[src/rtl/visual_servo_stepper_profile_core_assert.svh]
// Assertion macros for the visual servo stepper profile core.
// Taken in by the RTL files that carry concurrent checks.
`ifndef VISUAL_SERVO_STEPPER_PROFILE_CORE_ASSERT_SVH
`define VISUAL_SERVO_STEPPER_PROFILE_CORE_ASSERT_SVH

// Same-cycle implication, disabled while reset is asserted
`define VSSP_ASSERT_IMP(lbl, ck, rstn, ante, cons, msg) \
	lbl: assert property (@(posedge ck) disable iff (!rstn) (ante) |-> (cons)) \
		else $error(msg);

// Next-cycle implication, disabled while reset is asserted
`define VSSP_ASSERT_NXT(lbl, ck, rstn, ante, cons, msg) \
	lbl: assert property (@(posedge ck) disable iff (!rstn) (ante) |=> (cons)) \
		else $error(msg);

`endif

[src/rtl/vssp_pkg.sv]
// Package for the visual servo stepper profile core: constants, state and
// register codes, control structs and the exp2 factor table. No dependencies.
`default_nettype none

package vssp_pkg;

	localparam int unsigned DIV_W = 40;
	localparam int unsigned REM_W = 20;

	localparam logic [15:0] Q14_ONE  = 16'd16384;
	localparam logic [16:0] Q14_TWO  = 17'd32768;
	localparam logic [15:0] K_POINT3 = 16'd4915;
	localparam logic [15:0] K_POINT7 = 16'd11469;

	typedef enum logic [4:0] {
		ST_IDLE,
		ST_ZONE,
		ST_SQ_DIV,
		ST_SQ_ROOT,
		ST_SQ_MUL,
		ST_UP_DIV,
		ST_STEP_A,
		ST_STEP_B,
		ST_RQ_DIV,
		ST_LOG_SQ,
		ST_LOG_MUL,
		ST_EXP_MUL,
		ST_RATE_MUL,
		ST_PER_DIV,
		ST_DONE
	} vssp_state_t;

	typedef enum logic [2:0] {
		REG_DEADZONE,
		REG_DEADZONE_WIDE,
		REG_DECEL_START,
		REG_MAX_PIXEL_DIFF,
		REG_PIXEL_TO_STEP,
		REG_MIN_SPEED,
		REG_MAX_SPEED,
		REG_DIR_CW_LEVEL
	} vssp_reg_t;

	// Command to the divide / square-root unit
	typedef struct packed {
		logic       start;
		logic       sqrt_mode;
		logic [5:0] iters;
	} vssp_dv_ctrl_t;

	// Status back from the divide / square-root unit
	typedef struct packed {
		logic busy;
		logic done;
	} vssp_dv_stat_t;

	typedef logic [31:0] exp_tab_t [16];

	// Floor integer square root, elaboration use only
	function automatic logic [63:0] isqrt_c(input logic [63:0] xin);
		logic [63:0] x;
		logic [63:0] r;
		logic [63:0] b;
		x = xin;
		r = 64'd0;
		b = 64'd1 << 62;
		for (int i = 0; i < 32; i++) begin
			if (x >= r + b) begin
				x = x - (r + b);
				r = (r >> 1) + b;
			end else begin
				r = r >> 1;
			end
			b = b >> 2;
		end
		return r;
	endfunction

	// Factors 2^(-2^-i) in Q30, i = 1..16, by repeated square roots
	function automatic exp_tab_t exp_table();
		exp_tab_t t;
		logic [63:0] c;
		c = isqrt_c(64'd1 << 59);
		for (int i = 0; i < 16; i++) begin
			t[i] = c[31:0];
			c = isqrt_c(c << 30);
		end
		return t;
	endfunction

	localparam exp_tab_t EXP_TAB = exp_table();

endpackage

`default_nettype wire

[src/rtl/visual_servo_stepper_profile_core.sv]
// The input is stalled from the accepting edge until the sequencer is back in idle
// after the registered result word is formed, so an item is finished before the
// next is taken; a stalled result word holds the input off too.
// The time goes to the bit-serial divide/root unit (one bit per cycle, up to 40
// bits per divide) and to the steps of the shared registered multiplier.
// Reset: registers to defaults, steps 0, rate 0, scale 1.0, motion flag clear.
`default_nettype none

`include "visual_servo_stepper_profile_core_assert.svh"

module visual_servo_stepper_profile_core import vssp_pkg::*; #(
	parameter int unsigned MAX_STEP_COUNT = 4096,
	parameter int unsigned CLOCK_HZ       = 550000000,
	parameter int unsigned POW_TABLE_BITS = 8
) (
	input  logic               clk,
	input  logic               arst_n,
	input  logic               cfg_wr_en,
	input  logic [2:0]         cfg_index,
	input  logic [15:0]        cfg_data,
	input  logic               in_valid,
	output logic               in_stall,
	input  logic               req_type,
	input  logic signed [11:0] pixel_error,
	output logic               out_valid,
	input  logic               out_stall,
	output logic [29:0]        pwm_compare,
	output logic               compare_valid,
	output logic [29:0]        reload_period,
	output logic               reload_valid,
	output logic               dir_level,
	output logic               moving,
	output logic signed [13:0] steps_left,
	output logic [15:0]        speed_now,
	output logic [15:0]        accel_scale
);

	localparam logic [DIV_W-1:0]  CLK_DIVIDEND = DIV_W'(CLOCK_HZ);
	localparam logic [13:0]       STEP_LIMIT   = 14'(MAX_STEP_COUNT);
	localparam logic signed [14:0] STEP_LIM_S  = 15'(MAX_STEP_COUNT);
	localparam logic [DIV_W-1:0]  RQ_ONE       = DIV_W'(1) << POW_TABLE_BITS;
	localparam logic [5:0]        RQ_ITERS     = 6'(12 + POW_TABLE_BITS);
	localparam logic [20:0]       LOG_FULL     = 21'(POW_TABLE_BITS) << 16;

	// Configuration registers
	logic [10:0] deadzone_q;
	logic [10:0] deadzone_wide_q;
	logic [10:0] decel_start_q;
	logic [10:0] max_pixel_diff_q;
	logic [15:0] pixel_to_step_q;
	logic [15:0] min_speed_q;
	logic [15:0] max_speed_q;
	logic        dir_cw_level_q;

	// Architectural state
	logic signed [13:0] pend_q;
	logic [15:0]        rate_q;
	logic [15:0]        scale_q;
	logic               moving_q;

	// Sequencer
	vssp_state_t state_q, state_d;
	logic        ph_q;
	logic [3:0]  it_q;
	logic        loop_st;

	// Work registers
	logic               type_q;
	logic               dz_q;
	logic               neg_q;
	logic [11:0]        a_q;
	logic signed [13:0] pend_w_q;
	logic [15:0]        rate_w_q;
	logic [15:0]        scale_w_q;
	logic [31:0]        acc_q;
	logic [31:0]        y_q;
	logic [15:0]        frac_q;
	logic [3:0]         m_q;
	logic [20:0]        d_q;
	logic [30:0]        v_q;
	logic [16:0]        p_q;
	logic [29:0]        per_q;

	// Output word
	logic               out_valid_q;
	logic [29:0]        cmp_o_q;
	logic               cmp_v_o_q;
	logic [29:0]        rel_o_q;
	logic               rel_v_o_q;
	logic               dir_o_q;
	logic               mov_o_q;
	logic signed [13:0] steps_o_q;
	logic [15:0]        speed_o_q;
	logic [15:0]        scale_o_q;

	// Shared units
	vssp_dv_ctrl_t    dv_ctrl;
	vssp_dv_stat_t    dv_stat;
	logic [DIV_W-1:0] dv_operand;
	logic [15:0]      dv_divisor;
	logic [DIV_W-1:0] quo;
	logic [31:0]      mul_a;
	logic [31:0]      mul_b;
	logic [63:0]      mul_p;

	logic        accept;
	logic        fire;
	logic        div_st;
	logic [15:0] e_w;
	logic [15:0] rate_div;
	logic [3:0]  rq_msb;
	logic [31:0] y_init;
	logic [31:0] sq_t;
	logic [30:0] new_v;
	logic [41:0] mag_raw;
	logic [13:0] mag_c;
	logic [4:0]  k_log;
	logic [4:0]  k_d;
	logic [15:0] d_frac;
	logic [11:0] a_in;

	logic signed [13:0] fin_pend;
	logic               fin_moving;
	logic               fin_dir;
	logic [29:0]        fin_cmp;
	logic [29:0]        fin_rel;
	logic               fin_rel_v;

	vssp_divsqrt u_divsqrt (
		.clk     (clk),
		.arst_n  (arst_n),
		.ctrl    (dv_ctrl),
		.operand (dv_operand),
		.divisor (dv_divisor),
		.stat    (dv_stat),
		.result  (quo)
	);

	vssp_mul u_mul (
		.clk  (clk),
		.op_a (mul_a),
		.op_b (mul_b),
		.prod (mul_p)
	);

	assign accept  = in_valid && !in_stall;
	assign fire    = (state_q == ST_DONE) && (!out_valid_q || !out_stall);
	assign loop_st = (state_q == ST_LOG_SQ) || (state_q == ST_EXP_MUL);
	assign e_w     = 16'(Q14_TWO - {1'b0, scale_w_q});
	assign rate_div = (rate_w_q == 16'd0) ? 16'd1 : rate_w_q;
	assign a_in    = pixel_error[11] ? 12'(13'd4096 - {1'b0, $unsigned(pixel_error)})
		: $unsigned(pixel_error);
	assign sq_t    = mul_p[61:30];
	assign new_v   = mul_p[60:30];
	assign mag_raw = mul_p[63:22];
	assign mag_c   = (mag_raw > 42'(STEP_LIMIT)) ? STEP_LIMIT : mag_raw[13:0];
	assign k_log   = mul_p[34:30];
	assign k_d     = d_q[20:16];
	assign d_frac  = d_q[15:0];

	// Find the leading one of the speed ratio
	always_comb begin
		rq_msb = 4'd0;
		for (int i = 0; i < 12; i++) begin
			if (quo[i]) begin
				rq_msb = 4'(i);
			end
		end
	end
	assign y_init = 32'(quo[11:0]) << (5'd30 - {1'b0, rq_msb});

	// Configuration writes
	always_ff @(posedge clk or negedge arst_n) begin
		if (!arst_n) begin
			deadzone_q       <= 11'd5;
			deadzone_wide_q  <= 11'd5;
			decel_start_q    <= 11'd96;
			max_pixel_diff_q <= 11'd320;
			pixel_to_step_q  <= 16'd256;
			min_speed_q      <= 16'd100;
			max_speed_q      <= 16'd2000;
			dir_cw_level_q   <= 1'b1;
		end else if (cfg_wr_en) begin
			unique case (vssp_reg_t'(cfg_index))
				REG_DEADZONE:       deadzone_q       <= cfg_data[10:0];
				REG_DEADZONE_WIDE:  deadzone_wide_q  <= cfg_data[10:0];
				REG_DECEL_START:    decel_start_q    <= cfg_data[10:0];
				REG_MAX_PIXEL_DIFF: max_pixel_diff_q <= cfg_data[10:0];
				REG_PIXEL_TO_STEP:  pixel_to_step_q  <= cfg_data;
				REG_MIN_SPEED:      min_speed_q      <= cfg_data;
				REG_MAX_SPEED:      max_speed_q      <= cfg_data;
				REG_DIR_CW_LEVEL:   dir_cw_level_q   <= cfg_data[0];
				default: ;
			endcase
		end
	end

	// Next state
	always_comb begin
		state_d = state_q;
		unique case (state_q)
			ST_IDLE: begin
				if (in_valid) begin
					if (!req_type) begin
						state_d = ST_ZONE;
					end else if (pend_q != 14'sd0) begin
						state_d = ST_PER_DIV;
					end else begin
						state_d = ST_DONE;
					end
				end
			end
			ST_ZONE: begin
				if (a_q < {1'b0, deadzone_q}) begin
					state_d = ST_DONE;
				end else if (a_q <= {1'b0, deadzone_wide_q}) begin
					state_d = ST_STEP_A;
				end else if (a_q <= {1'b0, decel_start_q}) begin
					state_d = ST_SQ_DIV;
				end else if (max_pixel_diff_q <= decel_start_q) begin
					state_d = ST_STEP_A;
				end else begin
					state_d = ST_UP_DIV;
				end
			end
			ST_SQ_DIV:  if (ph_q && dv_stat.done) state_d = ST_SQ_ROOT;
			ST_SQ_ROOT: if (ph_q && dv_stat.done) state_d = ST_SQ_MUL;
			ST_SQ_MUL:  if (ph_q) state_d = ST_STEP_A;
			ST_UP_DIV:  if (ph_q && dv_stat.done) state_d = ST_STEP_A;
			ST_STEP_A:  if (ph_q) state_d = ST_STEP_B;
			ST_STEP_B: begin
				if (ph_q) begin
					state_d = (max_pixel_diff_q == 11'd0) ? ST_RATE_MUL : ST_RQ_DIV;
				end
			end
			ST_RQ_DIV: begin
				if (ph_q && dv_stat.done) begin
					if (quo >= RQ_ONE || quo == '0) begin
						state_d = ST_RATE_MUL;
					end else begin
						state_d = ST_LOG_SQ;
					end
				end
			end
			ST_LOG_SQ:  if (ph_q && it_q == 4'd15) state_d = ST_LOG_MUL;
			ST_LOG_MUL: begin
				if (ph_q) begin
					state_d = (k_log > 5'd16) ? ST_RATE_MUL : ST_EXP_MUL;
				end
			end
			ST_EXP_MUL:  if (ph_q && it_q == 4'd15) state_d = ST_RATE_MUL;
			ST_RATE_MUL: if (ph_q) state_d = ST_PER_DIV;
			ST_PER_DIV:  if (ph_q && dv_stat.done) state_d = ST_DONE;
			ST_DONE:     if (!out_valid_q || !out_stall) state_d = ST_IDLE;
			default:     state_d = ST_IDLE;
		endcase
	end

	// Unit commands and operand selection
	always_comb begin
		div_st            = 1'b0;
		dv_operand        = '0;
		dv_divisor        = 16'd0;
		dv_ctrl.sqrt_mode = 1'b0;
		dv_ctrl.iters     = 6'd40;
		mul_a             = 32'd0;
		mul_b             = 32'd0;
		in_stall          = (state_q != ST_IDLE);
		unique case (state_q)
			ST_SQ_DIV: begin
				div_st     = 1'b1;
				dv_operand = DIV_W'({a_q - {1'b0, deadzone_wide_q}, 28'd0});
				dv_divisor = {5'd0, decel_start_q - deadzone_wide_q};
			end
			ST_SQ_ROOT: begin
				div_st            = 1'b1;
				dv_operand        = DIV_W'(acc_q);
				dv_ctrl.sqrt_mode = 1'b1;
				dv_ctrl.iters     = 6'd15;
			end
			ST_UP_DIV: begin
				div_st        = 1'b1;
				dv_operand    = DIV_W'({a_q - {1'b0, decel_start_q}, 14'd0});
				dv_divisor    = {5'd0, max_pixel_diff_q - decel_start_q};
				dv_ctrl.iters = 6'd26;
			end
			ST_RQ_DIV: begin
				div_st        = 1'b1;
				dv_operand    = DIV_W'(a_q) << POW_TABLE_BITS;
				dv_divisor    = {5'd0, max_pixel_diff_q};
				dv_ctrl.iters = RQ_ITERS;
			end
			ST_PER_DIV: begin
				div_st        = 1'b1;
				dv_operand    = CLK_DIVIDEND;
				dv_divisor    = rate_div;
				dv_ctrl.iters = 6'd30;
			end
			ST_SQ_MUL: begin
				mul_a = 32'(K_POINT7);
				mul_b = acc_q;
			end
			ST_STEP_A: begin
				mul_a = 32'(a_q);
				mul_b = 32'(pixel_to_step_q);
			end
			ST_STEP_B: begin
				mul_a = acc_q;
				mul_b = 32'(scale_w_q);
			end
			ST_LOG_SQ: begin
				mul_a = y_q;
				mul_b = y_q;
			end
			ST_LOG_MUL: begin
				mul_a = 32'(LOG_FULL - {1'b0, m_q, frac_q});
				mul_b = 32'(e_w);
			end
			ST_EXP_MUL: begin
				mul_a = 32'(v_q);
				mul_b = d_frac[4'd15 - it_q] ? EXP_TAB[it_q] : 32'd1 << 30;
			end
			ST_RATE_MUL: begin
				mul_a = 32'(max_speed_q - min_speed_q);
				mul_b = 32'(p_q);
			end
			default: ;
		endcase
		dv_ctrl.start = div_st && !ph_q;
	end

	// Advance the sequencer phase and loop count
	always_ff @(posedge clk or negedge arst_n) begin
		if (!arst_n) begin
			state_q <= ST_IDLE;
			ph_q    <= 1'b0;
			it_q    <= 4'd0;
		end else begin
			state_q <= state_d;
			if (state_d != state_q) begin
				ph_q <= 1'b0;
				it_q <= 4'd0;
			end else if (loop_st) begin
				ph_q <= !ph_q;
				if (ph_q) begin
					it_q <= it_q + 4'd1;
				end
			end else begin
				ph_q <= 1'b1;
			end
		end
	end

	// Work datapath
	always_ff @(posedge clk) begin
		unique case (state_q) inside
			ST_IDLE: begin
				if (accept) begin
					type_q    <= req_type;
					neg_q     <= pixel_error[11];
					a_q       <= a_in;
					dz_q      <= 1'b0;
					pend_w_q  <= pend_q;
					rate_w_q  <= rate_q;
					scale_w_q <= scale_q;
				end
			end
			ST_ZONE: begin
				if (a_q < {1'b0, deadzone_q}) begin
					dz_q     <= 1'b1;
					pend_w_q <= 14'sd0;
				end else if (a_q <= {1'b0, deadzone_wide_q}) begin
					scale_w_q <= K_POINT3;
				end else if (a_q > {1'b0, decel_start_q}
					&& max_pixel_diff_q <= decel_start_q) begin
					scale_w_q <= 16'(Q14_TWO);
				end
			end
			ST_SQ_DIV, ST_SQ_ROOT: begin
				if (ph_q && dv_stat.done) begin
					acc_q <= quo[31:0];
				end
			end
			ST_SQ_MUL: begin
				if (ph_q) begin
					scale_w_q <= K_POINT3 + 16'((mul_p[27:0] + 28'd8192) >> 14);
				end
			end
			ST_UP_DIV: begin
				if (ph_q && dv_stat.done) begin
					scale_w_q <= Q14_ONE + ((quo > DIV_W'(Q14_ONE)) ? Q14_ONE : quo[15:0]);
				end
			end
			ST_STEP_A: begin
				if (ph_q) begin
					acc_q <= mul_p[31:0];
				end
			end
			ST_STEP_B: begin
				if (ph_q) begin
					pend_w_q <= neg_q ? $signed(14'd0 - mag_c) : $signed(mag_c);
					if (max_pixel_diff_q == 11'd0) begin
						p_q <= 17'd65536;
					end
				end
			end
			ST_RQ_DIV: begin
				if (ph_q && dv_stat.done) begin
					if (quo >= RQ_ONE) begin
						p_q <= 17'd65536;
					end else if (quo == '0) begin
						p_q <= (e_w == 16'd0) ? 17'd65536 : 17'd0;
					end else begin
						m_q    <= rq_msb;
						y_q    <= y_init;
						frac_q <= 16'd0;
					end
				end
			end
			ST_LOG_SQ: begin
				if (ph_q) begin
					if (sq_t[31]) begin
						y_q <= sq_t >> 1;
						frac_q[4'd15 - it_q] <= 1'b1;
					end else begin
						y_q <= sq_t;
					end
				end
			end
			ST_LOG_MUL: begin
				if (ph_q) begin
					d_q <= mul_p[34:14];
					if (k_log > 5'd16) begin
						p_q <= 17'd0;
					end else begin
						v_q <= 31'd1 << 30;
					end
				end
			end
			ST_EXP_MUL: begin
				if (ph_q) begin
					v_q <= new_v;
					if (it_q == 4'd15) begin
						p_q <= 17'(new_v >> (5'd14 + k_d));
					end
				end
			end
			ST_RATE_MUL: begin
				if (ph_q) begin
					rate_w_q <= (max_speed_q > min_speed_q)
						? min_speed_q + 16'(mul_p[32:16]) : max_speed_q;
				end
			end
			ST_PER_DIV: begin
				if (ph_q && dv_stat.done) begin
					per_q <= quo[29:0];
				end
			end
			default: ;
		endcase
	end

	// Form the result word and the state after this item
	always_comb begin
		fin_pend   = pend_w_q;
		fin_moving = moving_q;
		fin_dir    = 1'b0;
		fin_cmp    = 30'd0;
		fin_rel    = 30'd0;
		fin_rel_v  = 1'b0;
		if (type_q) begin
			if (pend_w_q != 14'sd0) begin
				fin_pend   = (pend_w_q > 14'sd0) ? pend_w_q - 14'sd1 : pend_w_q + 14'sd1;
				fin_moving = (fin_pend != 14'sd0);
				fin_dir    = (pend_w_q > 14'sd0) ? dir_cw_level_q : !dir_cw_level_q;
				fin_cmp    = per_q >> 1;
			end else begin
				fin_moving = 1'b0;
			end
		end else if (!dz_q) begin
			fin_moving = 1'b1;
			fin_rel    = per_q - 30'd1;
			fin_rel_v  = 1'b1;
		end
	end

	// Commit state and hold the output word until taken
	always_ff @(posedge clk or negedge arst_n) begin
		if (!arst_n) begin
			pend_q      <= 14'sd0;
			rate_q      <= 16'd0;
			scale_q     <= Q14_ONE;
			moving_q    <= 1'b0;
			out_valid_q <= 1'b0;
		end else begin
			if (out_valid_q && !out_stall) begin
				out_valid_q <= 1'b0;
			end
			if (fire) begin
				pend_q      <= fin_pend;
				rate_q      <= rate_w_q;
				scale_q     <= scale_w_q;
				moving_q    <= fin_moving;
				out_valid_q <= 1'b1;
			end
		end
	end

	always_ff @(posedge clk) begin
		if (fire) begin
			cmp_o_q   <= fin_cmp;
			cmp_v_o_q <= type_q;
			rel_o_q   <= fin_rel;
			rel_v_o_q <= fin_rel_v;
			dir_o_q   <= fin_dir;
			mov_o_q   <= fin_moving;
			steps_o_q <= fin_pend;
			speed_o_q <= rate_w_q;
			scale_o_q <= scale_w_q;
		end
	end

	assign out_valid     = out_valid_q;
	assign pwm_compare   = cmp_o_q;
	assign compare_valid = cmp_v_o_q;
	assign reload_period = rel_o_q;
	assign reload_valid  = rel_v_o_q;
	assign dir_level     = dir_o_q;
	assign moving        = mov_o_q;
	assign steps_left    = steps_o_q;
	assign speed_now     = speed_o_q;
	assign accel_scale   = scale_o_q;

	`VSSP_ASSERT_NXT(a_accept_busy, clk, arst_n, accept, in_stall, "input side not busy after accept")
	`VSSP_ASSERT_IMP(a_one_kind, clk, arst_n, out_valid, !(compare_valid && reload_valid), "tick and reload in one word")
	`VSSP_ASSERT_IMP(a_steps_range, clk, arst_n, out_valid, (steps_left <= STEP_LIM_S) && (steps_left >= -STEP_LIM_S), "step count beyond limit")
	`VSSP_ASSERT_IMP(a_reload_moving, clk, arst_n, out_valid && reload_valid, moving, "reload without motion")
	`VSSP_ASSERT_IMP(a_start_idle, clk, arst_n, dv_ctrl.start, !dv_stat.busy, "divider started while busy")

endmodule

`default_nettype wire

[src/rtl/vssp_divsqrt.sv]
// Shared bit-serial divide and square-root unit: one quotient or root bit
// per cycle through a single compare-subtract. Depends on vssp_pkg.
`default_nettype none

module vssp_divsqrt import vssp_pkg::*; (
	input  logic              clk,
	input  logic              arst_n,
	input  vssp_dv_ctrl_t     ctrl,
	input  logic [DIV_W-1:0]  operand,
	input  logic [15:0]       divisor,
	output vssp_dv_stat_t     stat,
	output logic [DIV_W-1:0]  result
);

	logic             busy_q;
	logic             done_q;
	logic [5:0]       cnt_q;
	logic             mode_q;
	logic [DIV_W-1:0] x_q;
	logic [REM_W-1:0] rem_q;
	logic [DIV_W-1:0] quo_q;
	logic [15:0]      den_q;

	logic [6:0]       used_bits;
	logic [6:0]       align_sh;
	logic [REM_W-1:0] part;
	logic [REM_W-1:0] trial;
	logic             ge;

	// Left-align the operand so its top bit or bit pair is consumed first
	assign used_bits = ctrl.sqrt_mode ? {ctrl.iters, 1'b0} : {1'b0, ctrl.iters};
	assign align_sh  = 7'(DIV_W) - used_bits;

	// Bring down the next bit (divide) or bit pair (root) and try a subtract
	always_comb begin
		if (mode_q) begin
			part  = {rem_q[REM_W-3:0], x_q[DIV_W-1:DIV_W-2]};
			trial = {quo_q[REM_W-3:0], 2'b01};
		end else begin
			part  = {rem_q[REM_W-2:0], x_q[DIV_W-1]};
			trial = {(REM_W-16)'(0), den_q};
		end
		ge = part >= trial;
	end

	// Sequence the iteration count
	always_ff @(posedge clk or negedge arst_n) begin
		if (!arst_n) begin
			busy_q <= 1'b0;
			done_q <= 1'b0;
			cnt_q  <= 6'd0;
		end else begin
			done_q <= busy_q && (cnt_q == 6'd1);
			if (ctrl.start) begin
				busy_q <= 1'b1;
				cnt_q  <= ctrl.iters;
			end else if (busy_q) begin
				cnt_q <= cnt_q - 6'd1;
				if (cnt_q == 6'd1) begin
					busy_q <= 1'b0;
				end
			end
		end
	end

	// Shift operand, remainder and result
	always_ff @(posedge clk) begin
		if (ctrl.start) begin
			mode_q <= ctrl.sqrt_mode;
			x_q    <= operand << align_sh;
			rem_q  <= '0;
			quo_q  <= '0;
			den_q  <= divisor;
		end else if (busy_q) begin
			x_q   <= mode_q ? (x_q << 2) : (x_q << 1);
			rem_q <= ge ? (part - trial) : part;
			quo_q <= {quo_q[DIV_W-2:0], ge};
		end
	end

	assign stat.busy = busy_q;
	assign stat.done = done_q;
	assign result    = quo_q;

endmodule

`default_nettype wire

[src/rtl/vssp_mul.sv]
// Registered 32x32 unsigned multiplier shared by all product steps.
// Depends on nothing but the clock; the product shows in the cycle after its operands.
`default_nettype none

module vssp_mul (
	input  logic        clk,
	input  logic [31:0] op_a,
	input  logic [31:0] op_b,
	output logic [63:0] prod
);

	logic [63:0] prod_q;

	// Register the product
	always_ff @(posedge clk) begin
		prod_q <= 64'(op_a) * 64'(op_b);
	end

	assign prod = prod_q;

endmodule

`default_nettype wire
[config.mk]
export PLATFORM = sky130hd
export DESIGN_NAME = visual_servo_stepper_profile_core
export DESIGN_NICKNAME = d
export VERILOG_FILES = /design/src/rtl/vssp_pkg.sv /design/src/rtl/visual_servo_stepper_profile_core.sv /design/src/rtl/vssp_divsqrt.sv /design/src/rtl/vssp_mul.sv
export VERILOG_INCLUDE_DIRS = /design/src /design/src/rtl
export SDC_FILE = /design/constraint.sdc
export NUM_CORES = 2
export LEC_CHECK = 0
export BUFFER_PORTS_ARGS = -buffer_cell sky130_fd_sc_hd__buf_2
export CAP_MARGIN = 15
export CORE_MARGIN = 3
export CORE_UTILIZATION = 40
export CTS_BUF_LIST = sky130_fd_sc_hd__clkbuf_4 sky130_fd_sc_hd__clkbuf_8
export DETAILED_ROUTE_END_ITERATION = 10
export PLACE_DENSITY = 0.68
export SYNTH_ARGS = -nofsm -noshare
export SYNTH_HDL_FRONTEND = slang
export SYNTH_HIERARCHICAL = 1
export SYNTH_SLANG_ARGS = --single-unit
[constraint.sdc]
create_clock -name clk -period 9.05 [get_ports clk]
set_input_delay 1.81 -clock clk [delete_from_list [all_inputs] [get_ports clk]]
set_output_delay 1.81 -clock clk [all_outputs]
set_load 0.01 [all_outputs]
# [Word level (Yosys, flattened, before mapping)]
# Memory sizes are Yosys's and may differ from the RTL's.
# Index checks and enable logic that the tools add are counted.
[op_classes] shift=3 eq_ne=46 reduce_logical=65 add_sub_neg=23 magnitude_cmp=15 bitwise_logic=4 multipliers=1 muxes=129
[ops] cell="$pmux W32 S7" count=2
[ops] cell="$mux W32" count=9
[ops] cell="$mux W16" count=16
[ops] cell="$pmux W40 S5" count=1
[ops] cell="$mux W17" count=10
[ops] cell="$pmux W16 S4" count=2
[ops] cell="$pmux W32 S2" count=2
[ops] cell="$mux W31" count=4
[ops] cell="$mux W40" count=3
[ops] cell="$mux W14" count=8
[ops] cell="$mux W5" count=18
[ops] cell="$pmux W5 S15" count=1
[ops] cell="$pmux W17 S4" count=1
[ops] cell="$mul A32 B32 Y64" count=1
[ops] cell="$pmux W16 S2" count=2
[ops] cell="$pmux W31 S2" count=1
[ops] cell="$gt A42 B13 Y1 const B" count=1
[ops] cell="$pmux W14 S3" count=1
[ops] cell="$reduce_bool A14 Y1" count=3
[ops] cell="$ge A40 B9 Y1 const B" count=1
[ops] cell="$gt A40 B15 Y1 const B" count=1
[ops] cell="$logic_not A40 Y1" count=1
[ops] cell="$mux W20" count=2
[ops] cell="$shl A40 B7 Y40" count=1
[ops] cell="81 further kinds" count=194
[word_totals] mem_count=1 out_inout_bits=112 in_bits=37 reg_bits=693 rom_bits=512 word_cells=338
[memory_table] memory="(name not given)" words=16 width=32 read_ports=1 rd_ports_with_merged_regs=0 wr=0 line_no="visual_servo_stepper_profile_core.sv:321" source="mul_b = d_frac[4'd15 - it_q] ? EXP_TAB[it_q] : 32'd1 << 30;"

# [Longest topological paths before layout]
[logic_depth] word_depth=17 depth_mapped=39 mapped_depth_nobuf=36

# [Hierarchy]
# Netlist, hierarchy kept.
[modules_own_cells] module="vssp_mul" seq_area_each_um2=1281.2 instances=1 area_each_um2=34629.5 cells_per_inst=3759
[modules_own_cells] module="visual_servo_stepper_profile_core" seq_area_each_um2=14403.8 instances=1 area_each_um2=31526.5 cells_per_inst=3237
[modules_own_cells] module="vssp_divsqrt" seq_area_each_um2=3093.0 instances=1 area_each_um2=9250.1 cells_per_inst=975

# [Least setup slack after synthesis]
# No wires, ideal clock.
[synth_path] path_type="register -> register" startpoint="register min_speed_q[2]" endpoint="register u_mul.prod_q[61] (netlist: u_mul/prod[61])" slack_ns=0.006 stages_incl_launch_ff=37 required_time_ns=8.930 period_less_slack_ns=9.044 t_arrival_ns=8.925 path_buffers=4 setup_time_ns=0.120 cell_sequence="dfstp_2 -> inv_1 -> ha_1 -> nor2b_1 -> o21a_1 -> o21ai_0 -> a211oi_1 -> o21ai_0 -> a21oi_1 -> or2_2 -> clkbuf_1 -> clkbuf_1 -> nand3_1 -> clkbuf_1 -> nand2_1 -> fa_1 -> inv_1 -> fa_1 -> inv_1 -> fa_1 -> fa_1 -> inv_1 -> fa_1 -> fa_1 -> fa_1 -> fa_1 -> ha_1 -> clkbuf_1 -> a21oi_1 -> o21ai_1 -> a21oi_1 -> o21a_1 -> o31ai_1 -> a221oi_1 -> o31ai_4 -> a41o_1 -> xor2_1"
[synth_between] elab_chain_cells=3
[synth_rtl] item="start, declared" line_no="visual_servo_stepper_profile_core.sv:51" source="logic [15:0] min_speed_q;"
[synth_rtl] item="start signal, assigned" line_no="visual_servo_stepper_profile_core.sv:190" source="REG_MIN_SPEED: min_speed_q <= cfg_data;"
[synth_rtl] item="$sub A16 B16 Y17" line_no="visual_servo_stepper_profile_core.sv:324" source="mul_a = 32'(max_speed_q - min_speed_q);"
[synth_rtl] item="$pmux W32 S7" line_no="visual_servo_stepper_profile_core.sv:269" source="unique case (state_q)"
[synth_rtl] item="via mul_a[29]" line_no="visual_servo_stepper_profile_core.sv:102" source="logic [31:0] mul_a;"
[synth_rtl] item="$mul A32 B32 Y64" line_no="vssp_mul.sv:16" source="prod_q <= 64'(op_a) * 64'(op_b);"
[synth_rtl] item="end signal, assigned" line_no="vssp_mul.sv:16"
[synth_rtl] item="end, declared" line_no="vssp_mul.sv:12" source="logic [63:0] prod_q;"
# The timed path passes the listed nets, and every way through them passes these cells.
# A chain may end at the register's enable or synchronous reset.

# [Final worst setup path]
[layout_path] startpoint="register frac_q[5]" endpoint="register u_mul.prod_q[63] (netlist: u_mul/prod[63])"
[layout_between] elab_chain_cells=3
[layout_rtl] item="start, declared" line_no="visual_servo_stepper_profile_core.sv:77" source="logic [15:0] frac_q;"
[layout_rtl] item="start signal, assigned" line_no="visual_servo_stepper_profile_core.sv:416" source="frac_q <= 16'd0;"
[layout_rtl] item="start signal, assigned by index" line_no="visual_servo_stepper_profile_core.sv:424" source="frac_q[4'd15 - it_q] <= 1'b1;"
[layout_rtl] item="$sub A20 B20 Y21" line_no="visual_servo_stepper_profile_core.sv:316" source="mul_a = 32'(LOG_FULL - {1'b0, m_q, frac_q});"
[layout_rtl] item="$pmux W32 S7" line_no="visual_servo_stepper_profile_core.sv:269"
[layout_rtl] item="via mul_a[19]" line_no="visual_servo_stepper_profile_core.sv:102"
[layout_rtl] item="$mul A32 B32 Y64" line_no="vssp_mul.sv:16"
# The timed path passes the listed nets, and every way through them passes these cells.

==> run metrics <==
Cells after Synth=7970; CTS Buf Count=117; HPWL after DPL=208 mm; average vias per placed instance=5.61; switching share of total power=43.7%; status=finished, violations left; Sequential Power Share=29.8%; fmax=0.107 GHz; startpoint types=flip-flop; Pre-antenna DRT Iters=6; Worst Reg-to-Reg Cells=31; maximum net fanout on the critical path=5; wire per inst=23.9 um; Switch Pwr=6.69 mW; hold endpoint=scale_q[14]$_DFFE_PN1P_; Die H=440 um; Filler Cells Inserted=17200; worst r2r src=frac_q[5]$_SDFFCE_PN0P_; type of the worst setup path=reg2reg; maximum vdd drop=0.000219 V; TritonCTS clock tree=yes; vias in the first global route=63200; initial antenna violation count=25; RSZ-0062 raised after global routing=true; Port Buffer Count=147; most frequent CP cell=fa_1; CP Capture Type=flip-flop; fraction of the cycle the final worst path needs=104%; row cnt=158; CTS clk-pin slew, worst paths=0.07 ns; placed cell area=83800 um2; Comb power frac=50.1%; Post-Syn Area=75400 um2; Register Area=18800 um2; Final nets=9874; Initial Utilization=40.4%; max incr delay on CP=0.58 ns; pwr dens=174 nW/um2; Max-Cap Viols=0; Final WS setup=-0.320 ns; HP Class=reg2reg; r2r setup slk=-0.32 ns; CTS max path bufs=3; Syn Area/Cell=9.46 um2; die area=194000 um2; area grow syn2layout=17.0%; hold path depth=2; CTS Root Cell=clkbuf_8; Synth Warn #=6; Clock Power Share=20.1%; vias=62400; Final Wtd Congestion=0.999; clk_skew=0.0721 ns; largest net degree at the start of global routing=79; Remaining Overflow, GRT=0; critical path required time=9.76 ns; failing checks=negative setup slack; drt first-iter violations=6191; worst slew pin tran=1.10 ns; area of the multi-input gates=52300 um2; GRT Total Usage=26.9%; layout cells sized above 1=18.6%; Slew HR=26.2%; CTS H-Tree Depth=3; core area=186000 um2; CP Data Arrival Time=10.08 ns; Worst R2R End=u_mul/prod[63]$_DFF_P_; clock latency on the worst-skew pair=0.86 ns; Slew Limit Fails=0; # clock sinks=692; first-pass GRT wire length=396 mm; Pleak=39.9 nW; Internal Power=8.61 mW; CP max stage cell=fa_1; DRC viols=0; Final Setup Violations=25; die width=440 um; Total Wirelength=265 mm; Final Power=15.3 mW; I/O Pins=149; Tmin final=9.37 ns; Final ANT Viol Nets=0; Fin. Hold Viols=0; min-delay src=scale_q[14]$_DFFE_PN1P_; design area=88200 um2
## stage by stage
step           hold slack [ns]  std cells  setup WS [ns]  utilization [%]  setup TNS [ns]
6_report                 0.473      11100         -0.320             47.3           -3.76
5_1_grt                  0.498      11100         -0.487             47.3          -10.01
4_1_cts                  0.463      11100         -0.246             46.6           -1.84
3_5_place_dp             0.460      10800         -0.700             44.9          -12.72
3_3_place_gp             0.450      10800         -0.601             44.9          -11.03
2_1_floorplan            0.406       7971        0.00563                -               0
## flip-flops by register name, indices dropped and copies added (netlist names), 29 cells and up
name and flops:
acc_q 32, per_q 30, pwm_compare 29, reload_period 30, u_divsqrt/result 40, u_divsqrt/x_q 40
u_mul/prod 64, v_q 31, y_q 32
## layout by cell type, fill, tap and decap left out, types with 139 or more instances in the layout
cell type	count
nor2_1	348
nand2_1	1011
and2_1	654
clkbuf_8	139
o21ai_0	238
edfxtp_1	410
ha_1	380
inv_1	967
buf_4	675
a21oi_1	257
fa_1	877
buf_2	146
mux2i_1	237
## how the worst max path moves through the flow
stage                               start                endpoint  slack (ns)  cells past startpoint
2_1_floorplan  min_speed_q[2]$_DFFE_PN1P_  u_mul/prod[61]$_DFF_P_       0.006                     36
3_3_place_gp   min_speed_q[2]$_DFFE_PN1P_  u_mul/prod[63]$_DFF_P_       -0.60                     34
3_5_place_dp   min_speed_q[2]$_DFFE_PN1P_  u_mul/prod[63]$_DFF_P_       -0.70                     34
4_1_cts           frac_q[6]$_SDFFCE_PN0P_  u_mul/prod[63]$_DFF_P_       -0.25                     32
5_1_grt        min_speed_q[0]$_DFFE_PN0P_  u_mul/prod[63]$_DFF_P_       -0.49                     36
6_report          frac_q[5]$_SDFFCE_PN0P_  u_mul/prod[63]$_DFF_P_       -0.32                     31
## routing by layer
metal / routed length (um) / part of all wire, % / vias to the layer above / global-route usage (%)
met1: 107000 / 40 / 31500 / 35.2
met3: 20300 / 7.7 / 557 / 4.13
met5: 36 / 0.014 / - / 0
met4: 15200 / 5.7 / 6 / 13.2
li1: - / - / 27700 / -
met2: 123000 / 46 / 2651 / 43.5
## timing repair
item,CTS,global route
setup endpoints to repair,38,41
pin swaps,19,143
hold buffers,0,0
gates cloned,1,4
gates resized for setup,76,186
setup buffers,21,38
## critical path, delay by kind of cell (launching register included)
| family | cells | cell delay [ns] |
|---|---|---|
| flip-flops | 1 | 0.44 |
| adder cells (fa/ha/maj) | 9 | 4.36 |
| AND/OR/NAND/NOR | 9 | 2.18 |
| XOR/XNOR | 2 | 0.33 |
| AO/OA/AOI/OAI | 6 | 1.31 |
| buffers and inverters | 5 | 0.57 |
## cell type report
| type | instances | area share [%] |
|---|---|---|
| multi-input cells | 5810 | 59.3 |
| flip-flops and latches | 692 | 21.3 |
| repair buffers | 929 | 8.77 |
| inverters | 982 | 4.18 |
| well taps | 2480 | 3.52 |
| clock buffers | 173 | 2.46 |
| clock inverters | 50 | 0.450 |
| diodes | 10 | 0.0284 |
## power groups by stage
stage / combinational, mW / sequential, mW / clock (mW)
2_1_floorplan: 4.64 / 4.39 / 0
3_3_place_gp: 7.22 / 4.58 / 0
3_5_place_dp: 7.29 / 4.60 / 0
4_1_cts: 7.41 / 4.54 / 3.13
5_1_grt: 8.22 / 4.59 / 3.26
6_report: 7.67 / 4.56 / 3.08
No activity file was read; power rests on OpenSTA's default activity.
